## config.mk

```make
export PLATFORM = sky130hd
export DESIGN_NAME = boot_slot_priority_selector
export DESIGN_NICKNAME = d
export VERILOG_FILES = /design/src/sv/bsps_pkg.sv /design/src/sv/boot_slot_priority_selector.sv
export SDC_FILE = /design/constraint.sdc
export NUM_CORES = 2
export LEC_CHECK = 0
export ABC_CLOCK_PERIOD_IN_PS = 8100
export BUFFER_PORTS_ARGS = -buffer_cell sky130_fd_sc_hd__clkbuf_2
export CELL_PAD_IN_SITES_DETAIL_PLACEMENT = 0
export CELL_PAD_IN_SITES_GLOBAL_PLACEMENT = 1
export CORE_MARGIN = 8
export CORE_UTILIZATION = 48
export DETAILED_ROUTE_END_ITERATION = 12
export HOLD_SLACK_MARGIN = 0.03
export PLACE_DENSITY = 0.85
export SLEW_MARGIN = 20
export SYNTH_ARGS = -nofsm -noshare
export SYNTH_HDL_FRONTEND = slang
export SYNTH_SLANG_ARGS = --single-unit
```

## constraint.sdc

```tcl
create_clock -name clk_i -period 8.1 [get_ports clk_i]
set_input_delay 0 -clock clk_i [delete_from_list [all_inputs] [get_ports clk_i]]
set_output_delay 0 -clock clk_i [all_outputs]
set_load 0.1 [all_outputs]
```

## src/sv/bsps_pkg.sv

```systemverilog
package bsps_pkg;

  // Default sizes of the slot table
  localparam int unsigned MAX_SLOTS_DEF     = 128;
  localparam int unsigned PRIORITY_BITS_DEF = 4;
  localparam int unsigned TRIES_BITS_DEF    = 4;

  // Fixed field widths
  localparam int unsigned IDX_W    = 7;
  localparam int unsigned COUNT_W  = 8;
  localparam int unsigned ACTION_W = 3;
  localparam int unsigned KIND_W   = 3;

  // Config port
  localparam int unsigned APB_AW = 3;
  localparam int unsigned APB_DW = 32;
  localparam logic [APB_AW-3:0] REG_ENTRY_COUNT = '0;

  // Priority given to a slot marked active
  localparam int unsigned ACTIVE_PRIORITY = 2;

  typedef enum logic [ACTION_W-1:0] {
    ACT_LOAD    = 3'd0,
    ACT_RESTART = 3'd1,
    ACT_NEXT    = 3'd2,
    ACT_UPD_CUR = 3'd3,
    ACT_UPD_IDX = 3'd4,
    ACT_READ    = 3'd5
  } action_e;

  typedef enum logic [KIND_W-1:0] {
    KIND_TRY     = 3'd0,
    KIND_BAD     = 3'd1,
    KIND_ACTIVE  = 3'd2,
    KIND_INVALID = 3'd3
  } kind_e;

endpackage

```

## src/sv/boot_slot_priority_selector.sv

```systemverilog
// Boot slot priority selector: slot table in a RAM, walked by one compare unit.
// Load, restart and unknown actions go straight to the result; reads and updates
// first take one RAM read (an update with no current slot does not); next slot walks
// the entries in use (entry_count capped at MAX_SLOTS), one entry per cycle.
// One item at a time: ready returns once the result sits in the output register.
// Reset (rst_ni low, asynchronous) clears search state and entry_count; table is unset.
module boot_slot_priority_selector
  import bsps_pkg::*;
#(
  parameter int unsigned MAX_SLOTS     = MAX_SLOTS_DEF,
  parameter int unsigned PRIORITY_BITS = PRIORITY_BITS_DEF,
  parameter int unsigned TRIES_BITS    = TRIES_BITS_DEF
) (
  input  logic                     clk_i,
  input  logic                     rst_ni,
  // Config port
  input  logic                     psel,
  input  logic                     penable,
  input  logic                     pwrite,
  input  logic [APB_AW-1:0]        paddr,
  input  logic [APB_DW-1:0]        pwdata,
  output logic [APB_DW-1:0]        prdata,
  output logic                     pready,
  // Input channel
  input  logic                     in_valid_i,
  output logic                     in_ready_o,
  input  logic [ACTION_W-1:0]      action_i,
  input  logic [IDX_W-1:0]         slot_index_i,
  input  logic                     in_bootable_i,
  input  logic [PRIORITY_BITS-1:0] in_priority_i,
  input  logic [TRIES_BITS-1:0]    in_tries_i,
  input  logic                     in_successful_i,
  input  logic [KIND_W-1:0]        update_kind_i,
  // Output channel
  output logic                     out_valid_o,
  input  logic                     out_ready_i,
  output logic                     status_o,
  output logic                     found_o,
  output logic [IDX_W-1:0]         out_index_o,
  output logic [PRIORITY_BITS-1:0] out_priority_o,
  output logic [TRIES_BITS-1:0]    out_tries_o,
  output logic                     out_successful_o,
  output logic                     table_changed_o
);

  localparam int unsigned AW = $clog2(MAX_SLOTS);
  localparam int unsigned CW = $clog2(MAX_SLOTS + 1);
  localparam int unsigned LW = PRIORITY_BITS + 1;

  typedef struct packed {
    logic                     bootable;
    logic [PRIORITY_BITS-1:0] priority_;
    logic [TRIES_BITS-1:0]    tries;
    logic                     successful;
  } slot_t;

  typedef struct packed {
    slot_t ent;
    logic  err;
    logic  chg;
  } upd_t;

  typedef enum logic [2:0] {
    ST_IDLE,
    ST_UPD,
    ST_SCAN_A,
    ST_SCAN_B,
    ST_FIN
  } state_e;

  // Apply one update kind to a slot entry
  function automatic upd_t apply_upd(slot_t e, kind_e k);
    upd_t r;
    r.ent = e;
    r.err = 1'b0;
    r.chg = 1'b0;
    if (!e.bootable) begin
      r.err = 1'b1;
    end else begin
      unique case (k)
        KIND_TRY: begin
          if (!e.successful) begin
            r.chg = 1'b1;
            if (e.tries > TRIES_BITS'(1)) begin
              r.ent.tries = e.tries - TRIES_BITS'(1);
            end else begin
              r.ent.tries     = '0;
              r.ent.priority_ = '0;
            end
          end
        end
        KIND_BAD: begin
          if (!e.successful) begin
            r.chg           = 1'b1;
            r.ent.tries     = '0;
            r.ent.priority_ = '0;
          end
        end
        KIND_ACTIVE: begin
          r.chg            = 1'b1;
          r.ent.tries      = '0;
          r.ent.priority_  = PRIORITY_BITS'(ACTIVE_PRIORITY);
          r.ent.successful = 1'b1;
        end
        KIND_INVALID: begin
          r.chg            = 1'b1;
          r.ent.tries      = '0;
          r.ent.priority_  = '0;
          r.ent.successful = 1'b0;
        end
        default: r.err = 1'b1;
      endcase
    end
    return r;
  endfunction

  function automatic logic qualifies(slot_t e);
    return e.bootable && (e.successful || (e.tries != '0));
  endfunction

  // Slot table RAM
  slot_t           mem_q [MAX_SLOTS];
  slot_t           mem_rd_q;
  logic            mem_we;
  logic [AW-1:0]   mem_wa;
  logic [AW-1:0]   mem_ra;
  slot_t           mem_wd;

  // Control and search state
  state_e                   state_q, state_d;
  logic [COUNT_W-1:0]       entry_count_q;
  logic                     cur_valid_q, cur_valid_d;
  logic [AW-1:0]            cur_slot_q, cur_slot_d;
  logic [LW-1:0]            cur_level_q, cur_level_d;
  logic                     changed_q, changed_d;
  action_e                  act_q, act_d;
  kind_e                    kind_q, kind_d;
  logic [AW-1:0]            tgt_q, tgt_d;
  logic [CW-1:0]            ptr_q, ptr_d;
  logic                     cmp_valid_q, cmp_valid_d;
  logic [AW-1:0]            cmp_idx_q, cmp_idx_d;
  logic                     have_q, have_d;
  logic [AW-1:0]            best_idx_q, best_idx_d;
  logic [PRIORITY_BITS-1:0] best_prio_q, best_prio_d;
  slot_t                    best_ent_q, best_ent_d;

  // Pending result
  logic                     res_status_q, res_status_d;
  logic                     res_found_q, res_found_d;
  logic [IDX_W-1:0]         res_index_q, res_index_d;
  slot_t                    res_ent_q, res_ent_d;

  // Output register
  logic                     out_valid_q, out_valid_d;
  logic                     out_status_q, out_status_d;
  logic                     out_found_q, out_found_d;
  logic [IDX_W-1:0]         out_index_q, out_index_d;
  slot_t                    out_ent_q, out_ent_d;
  logic                     out_changed_q, out_changed_d;

  logic                     cfg_wr;
  logic [CW-1:0]            used_n;
  logic [AW-1:0]            slot_addr;
  logic                     slot_oor;
  logic                     issue;
  upd_t                     upd;
  slot_t                    load_ent;

  // Config register access
  assign pready = 1'b1;
  assign cfg_wr = psel && penable && pwrite && (paddr[APB_AW-1:2] == REG_ENTRY_COUNT);
  assign prdata = (paddr[APB_AW-1:2] == REG_ENTRY_COUNT) ? APB_DW'(entry_count_q) : '0;

  always_ff @(posedge clk_i or negedge rst_ni) begin
    if (!rst_ni) begin
      entry_count_q <= '0;
    end else if (cfg_wr) begin
      entry_count_q <= pwdata[COUNT_W-1:0];
    end
  end

  // Entries in use, capped at table size
  assign used_n = (32'(entry_count_q) > 32'(MAX_SLOTS)) ? CW'(MAX_SLOTS) : CW'(entry_count_q);

  assign slot_addr = AW'(slot_index_i);
  assign slot_oor  = 32'(slot_index_i) >= 32'(MAX_SLOTS);
  assign issue     = ptr_q < used_n;
  assign upd       = apply_upd(mem_rd_q, kind_q);

  assign load_ent.bootable   = in_bootable_i;
  assign load_ent.priority_  = in_priority_i;
  assign load_ent.tries      = in_tries_i;
  assign load_ent.successful = in_successful_i;

  // RAM: one write port, one registered read port
  always_ff @(posedge clk_i) begin
    if (mem_we) begin
      mem_q[mem_wa] <= mem_wd;
    end
    mem_rd_q <= mem_q[mem_ra];
  end

  // Sequencer next state
  always_comb begin
    state_d      = state_q;
    cur_valid_d  = cur_valid_q;
    cur_slot_d   = cur_slot_q;
    cur_level_d  = cur_level_q;
    changed_d    = changed_q;
    act_d        = act_q;
    kind_d       = kind_q;
    tgt_d        = tgt_q;
    ptr_d        = ptr_q;
    cmp_valid_d  = cmp_valid_q;
    cmp_idx_d    = cmp_idx_q;
    have_d       = have_q;
    best_idx_d   = best_idx_q;
    best_prio_d  = best_prio_q;
    best_ent_d   = best_ent_q;
    res_status_d = res_status_q;
    res_found_d  = res_found_q;
    res_index_d  = res_index_q;
    res_ent_d    = res_ent_q;
    out_status_d  = out_status_q;
    out_found_d   = out_found_q;
    out_index_d   = out_index_q;
    out_ent_d     = out_ent_q;
    out_changed_d = out_changed_q;
    out_valid_d   = out_valid_q && !out_ready_i;
    mem_we = 1'b0;
    mem_wa = tgt_q;
    mem_wd = upd.ent;
    mem_ra = tgt_q;

    unique case (state_q)
      ST_IDLE: begin
        if (in_valid_i) begin
          act_d        = action_e'(action_i);
          kind_d       = kind_e'(update_kind_i);
          res_status_d = 1'b0;
          res_found_d  = 1'b0;
          res_index_d  = '0;
          res_ent_d    = '0;
          state_d      = ST_FIN;
          unique case (action_e'(action_i))
            ACT_LOAD: begin
              res_index_d = slot_index_i;
              if (slot_oor) begin
                res_status_d = 1'b1;
              end else begin
                mem_we    = 1'b1;
                mem_wa    = slot_addr;
                mem_wd    = load_ent;
                res_ent_d = load_ent;
              end
            end
            ACT_READ, ACT_UPD_IDX: begin
              res_index_d = slot_index_i;
              if (slot_oor) begin
                res_status_d = 1'b1;
              end else begin
                tgt_d   = slot_addr;
                mem_ra  = slot_addr;
                state_d = ST_UPD;
              end
            end
            ACT_UPD_CUR: begin
              if (!cur_valid_q) begin
                res_status_d = 1'b1;
              end else begin
                tgt_d       = cur_slot_q;
                mem_ra      = cur_slot_q;
                res_index_d = IDX_W'(cur_slot_q);
                state_d     = ST_UPD;
              end
            end
            ACT_RESTART: begin
              cur_valid_d = 1'b0;
              cur_slot_d  = '0;
              cur_level_d = {1'b1, {PRIORITY_BITS{1'b0}}};
              changed_d   = 1'b0;
            end
            ACT_NEXT: begin
              have_d      = 1'b0;
              best_idx_d  = '0;
              best_prio_d = '0;
              best_ent_d  = '0;
              cmp_valid_d = 1'b0;
              if (cur_valid_q) begin
                ptr_d   = CW'(cur_slot_q) + CW'(1);
                state_d = ST_SCAN_A;
              end else begin
                ptr_d   = '0;
                state_d = ST_SCAN_B;
              end
            end
            default: res_status_d = 1'b1;
          endcase
        end
      end

      // Read back or update one slot from the RAM word
      ST_UPD: begin
        if (act_q == ACT_READ) begin
          res_ent_d = mem_rd_q;
        end else begin
          mem_we       = 1'b1;
          res_ent_d    = upd.ent;
          res_status_d = upd.err;
          changed_d    = changed_q | upd.chg;
        end
        state_d = ST_FIN;
      end

      // Later slot at the current level
      ST_SCAN_A: begin
        mem_ra      = ptr_q[AW-1:0];
        cmp_valid_d = issue;
        cmp_idx_d   = ptr_q[AW-1:0];
        if (issue) begin
          ptr_d = ptr_q + CW'(1);
        end
        if (cmp_valid_q && qualifies(mem_rd_q) &&
            ({1'b0, mem_rd_q.priority_} == cur_level_q)) begin
          cur_slot_d  = cmp_idx_q;
          res_found_d = 1'b1;
          res_index_d = IDX_W'(cmp_idx_q);
          res_ent_d   = mem_rd_q;
          state_d     = ST_FIN;
        end else if (!cmp_valid_q && !issue) begin
          ptr_d       = '0;
          cmp_valid_d = 1'b0;
          state_d     = ST_SCAN_B;
        end
      end

      // First slot with the highest priority below the current level
      ST_SCAN_B: begin
        mem_ra      = ptr_q[AW-1:0];
        cmp_valid_d = issue;
        cmp_idx_d   = ptr_q[AW-1:0];
        if (issue) begin
          ptr_d = ptr_q + CW'(1);
        end
        if (cmp_valid_q && qualifies(mem_rd_q) &&
            ({1'b0, mem_rd_q.priority_} < cur_level_q) &&
            (mem_rd_q.priority_ > best_prio_q)) begin
          have_d      = 1'b1;
          best_idx_d  = cmp_idx_q;
          best_prio_d = mem_rd_q.priority_;
          best_ent_d  = mem_rd_q;
        end
        if (!cmp_valid_q && !issue) begin
          cur_valid_d = have_q;
          cur_slot_d  = have_q ? best_idx_q : '0;
          cur_level_d = {1'b0, best_prio_q};
          res_found_d = have_q;
          res_index_d = have_q ? IDX_W'(best_idx_q) : '0;
          res_ent_d   = have_q ? best_ent_q : '0;
          state_d     = ST_FIN;
        end
      end

      // Move result into the output register once it is free
      ST_FIN: begin
        if (!out_valid_q || out_ready_i) begin
          out_valid_d   = 1'b1;
          out_status_d  = res_status_q;
          out_found_d   = res_found_q;
          out_index_d   = res_index_q;
          out_ent_d     = res_ent_q;
          out_changed_d = changed_q;
          state_d       = ST_IDLE;
        end
      end

      default: state_d = ST_IDLE;
    endcase
  end

  // Sequencer registers and output register
  always_ff @(posedge clk_i or negedge rst_ni) begin
    if (!rst_ni) begin
      state_q       <= ST_IDLE;
      cur_valid_q   <= 1'b0;
      cur_slot_q    <= '0;
      cur_level_q   <= {1'b1, {PRIORITY_BITS{1'b0}}};
      changed_q     <= 1'b0;
      ptr_q         <= '0;
      cmp_valid_q   <= 1'b0;
      have_q        <= 1'b0;
      act_q         <= ACT_LOAD;
      kind_q        <= KIND_TRY;
      tgt_q         <= '0;
      cmp_idx_q     <= '0;
      best_idx_q    <= '0;
      best_prio_q   <= '0;
      best_ent_q    <= '0;
      res_status_q  <= 1'b0;
      res_found_q   <= 1'b0;
      res_index_q   <= '0;
      res_ent_q     <= '0;
      out_valid_q   <= 1'b0;
      out_status_q  <= 1'b0;
      out_found_q   <= 1'b0;
      out_index_q   <= '0;
      out_ent_q     <= '0;
      out_changed_q <= 1'b0;
    end else begin
      state_q       <= state_d;
      cur_valid_q   <= cur_valid_d;
      cur_slot_q    <= cur_slot_d;
      cur_level_q   <= cur_level_d;
      changed_q     <= changed_d;
      ptr_q         <= ptr_d;
      cmp_valid_q   <= cmp_valid_d;
      have_q        <= have_d;
      act_q         <= act_d;
      kind_q        <= kind_d;
      tgt_q         <= tgt_d;
      cmp_idx_q     <= cmp_idx_d;
      best_idx_q    <= best_idx_d;
      best_prio_q   <= best_prio_d;
      best_ent_q    <= best_ent_d;
      res_status_q  <= res_status_d;
      res_found_q   <= res_found_d;
      res_index_q   <= res_index_d;
      res_ent_q     <= res_ent_d;
      out_valid_q   <= out_valid_d;
      out_status_q  <= out_status_d;
      out_found_q   <= out_found_d;
      out_index_q   <= out_index_d;
      out_ent_q     <= out_ent_d;
      out_changed_q <= out_changed_d;
    end
  end

  assign in_ready_o       = (state_q == ST_IDLE);
  assign out_valid_o      = out_valid_q;
  assign status_o         = out_status_q;
  assign found_o          = out_found_q;
  assign out_index_o      = out_index_q;
  assign out_priority_o   = out_ent_q.priority_;
  assign out_tries_o      = out_ent_q.tries;
  assign out_successful_o = out_ent_q.successful;
  assign table_changed_o  = out_changed_q;

endmodule

```

==> results.txt <==
number of global-route vias before repair = 34588
f_max = 182 MHz
clk root buf = clkbuf_16
Mapped Cells = 4078
Synth Cell Area = 58000 um2
Max clock buf depth = 3
initial drt markers = 4917
GP Congestion = 0.876
Worst EP arrival = 6.12 ns
DP HPWL = 91100 um
Main synth FF type = edfxtp_1
chip width = 364 um
RSZ-0062 raised after global routing = false
# H-tree levels = 4
initial antenna violation count = 5
WL final = 151000 um
I/O pin total = 119
Clock Pin Slew Worst Setup and Hold Paths = 0.06 ns
Final min period = 5.48 ns
Worst-Skew Late Latency = 0.75 ns
Final setup viols = 0
Residual DRC = 0
Rel. slew slack = 0.178
top cells by area, synth = edfxtp_1, dfrtp_1, nand2_1
Worst Max-Slew Pin Slew = 1.23 ns
Hold Fails Final Rpt = 0
crit path launch type = flop
first-pass GRT wire length = 223000 um
Final period util = 0.677
worst hold margin = 0.0627 ns
port bufs = 67
clk_skew = 0.0323 ns
P per Cell Area = 445 nW/um2
fraction of layout cells with a size suffix above 1 = 0.116
# clock sinks = 1399
post-CTS setup buffers = 0
Lkg Pwr = 22.2 nW
Max VDD drop = 0.372 mV
Critical Path RT = 8.74 ns
Core Footprint = 120000 um2
routed vias/inst = 6.19
Multi-input gate area = 15300 um2
max-cap viol count = 0
die height = 364 um
via count = 36347
Worst Setup End Kind = flop
setup TNS = 0 ns
sequential-to-total area share from yosys stat = 0.713
Synth cell types = 106
ANT nets after route = 0
Fill cells = 9384
Wirelength per Cell = 25.8 um
Seq. cell area = 41400 um2
CTS tree = yes
largest net degree at the start of global routing = 107
Synth area leader = edfxtp_1
Synth top area share = 0.663
asr flop ratio synth = 0.0779
Total GRT Usage = 0.222
detailed-router iteration count before antenna repair = 7
synth warn = 0
Yosys reg bits = 1399
starting density of the core = 0.484
# rows = 127
grt ovf = 0
syn avg cell area = 14.2 um2
crit-path max FO = 59
synthesis-to-finish area growth = 11.8%
total die area = 132000 um2
min-delay worst type = input port to flop
Max Slew Vio Count = 0
CTS Buf Count = 142
layout net count = 4235
outcome = finished clean
WS Path Type = flop to flop
Post-synth EDFFs = 1280
[per-stage QoR]
| stage | setup WS, ns | instances | area [um2] | power (mW) | util |
|---|---|---|---|---|---|
| finish | 2.62 | 5876 | 64900 | 28.9 | 0.541 |
| global route | 2.55 | 5873 | 64800 | 29.8 | 0.541 |
| CTS | 2.85 | 5872 | 64800 | 28.7 | 0.540 |
| detailed placement | 2.93 | 5559 | 59800 | 22.4 | 0.498 |
| global placement | 2.99 | 5559 | 59800 | 22.2 | 0.498 |
| floorplan | 0.386 | 4101 | 58100 | 18.2 | - |
[logic make-up after synthesis]
logic type,after synthesis,share of synthesized area
flops,1399,0.713
simple gates,1267,0.0999
compound gates,856,0.111
buf+inv,333,0.0295
mux,196,0.0410
fa+ha+maj,19,0.00410
xor+xnor,6,0.000906
other cells,2,0.000129
[path summary, 6_finish.rpt]
path	depth (start not counted)	slack (ns)	start	end
max	11	2.62	state_q[1]	mem_rd_q[2]
min	3	0.06	update_kind_i[0]	kind_q[0]
max reg2reg	11	2.62	state_q[1]	mem_rd_q[2]
min reg2reg	2	0.47	res_ent_q[6]	res_ent_q[6]
max in group asynchronous	4	6.93	rst_ni	kind_q[0]
min in group asynchronous	4	0.34	rst_ni	entry_count_q[7]
[synth_stat cells, types with 13 or more instances]
library cell  instances
a32oi_1              38
a21oi_1              74
o211a_1              19
nor2_1              194
o31ai_1              13
buf_4                63
o211ai_1             14
mux2i_1             132
nand4_1              14
a22oi_1              44
dfrtp_1             108
ha_1                 19
and3_1              178
a211oi_1            186
o21ai_0             113
nor2b_1              15
a31oi_1              61
mux2_2               34
nor3_1               16
or3_1                13
nand2_1             645
clkbuf_1            107
o2111ai_1            20
mux4_2               30
a311oi_1             61
nand3_1             126
a221oi_1             41
buf_2               103
edfxtp_1           1280
a31o_2               16
o22ai_1              27
inv_1                35
[flip-flops by register name (all words and copies together), names as in the netlist, 7 cells and up]
name	count
res_ent_q	9
entry_count_q	8
tgt_q	7
ptr_q	8
res_index_q	7
mem_q	1280
out_index_o	7
cur_slot_q	7
cmp_idx_q	7
mem_rd_q	10
best_idx_q	7
[where the power goes]
part           total [mW]  switching (mW)  internal [mW]
clock network        6.31            2.67           3.64
logic                12.7            9.32           3.38
registers            9.86           0.239           9.63
total                28.9            12.2           16.6
[placed cells by master, fill, tap and decap left out, drive strengths merged, types with 61 or more instances in the layout]
cell type  netlist  final
a311oi          62     62
and3           178    178
buf            187     76
edfxtp        1280   1280
a211oi         196    196
a21oi           77     77
o21ai          126    126
nand2          649    649
mux2i          132    132
a31oi           61     61
nor2           201    201
clkbuf         107    252
nand3          126    126
dfrtp          108    108
[worst max-delay path: stages (launching register included)]
cell,delay [ns]
dfrtp_1,0.78
and2b_1,0.34
a2111oi_4,0.44
nor2_2,0.21
nor2_4,0.58
buf_4,0.49
buf_4,0.60
a211oi_1,0.12
a31o_2,0.27
a221oi_1,0.68
a211oi_1,0.38
a211oi_2,0.40
[layer usage]
| metal | part of all wire | routed length, um | up-vias | global-route usage |
|---|---|---|---|---|
| met5 | 0.00018 | 27 | - | 0 |
| met4 | 0.041 | 6270 | 4 | 0.0893 |
| met3 | 0.11 | 16400 | 325 | 0.0447 |
| met2 | 0.46 | 69100 | 2061 | 0.345 |
| met1 | 0.39 | 59600 | 18010 | 0.308 |
| li1 | - | - | 15947 | - |
[repair_timing]
action	4_1_cts	5_1_grt
endpoints found under the hold margin	249	0
hold buffers	59	0
gates resized for setup	0	0
[area by class of cell]
cell class,count,area share
diodes,3,0.000116
clock buffers,186,0.0601
repair buffers,200,0.0247
multi-input cells,2369,0.235
inverters,39,0.00230
well taps,1612,0.0311
clock inverters,68,0.00853
flip-flops and latches,1399,0.638
Note: power is estimated with default switching activity, not from simulation.
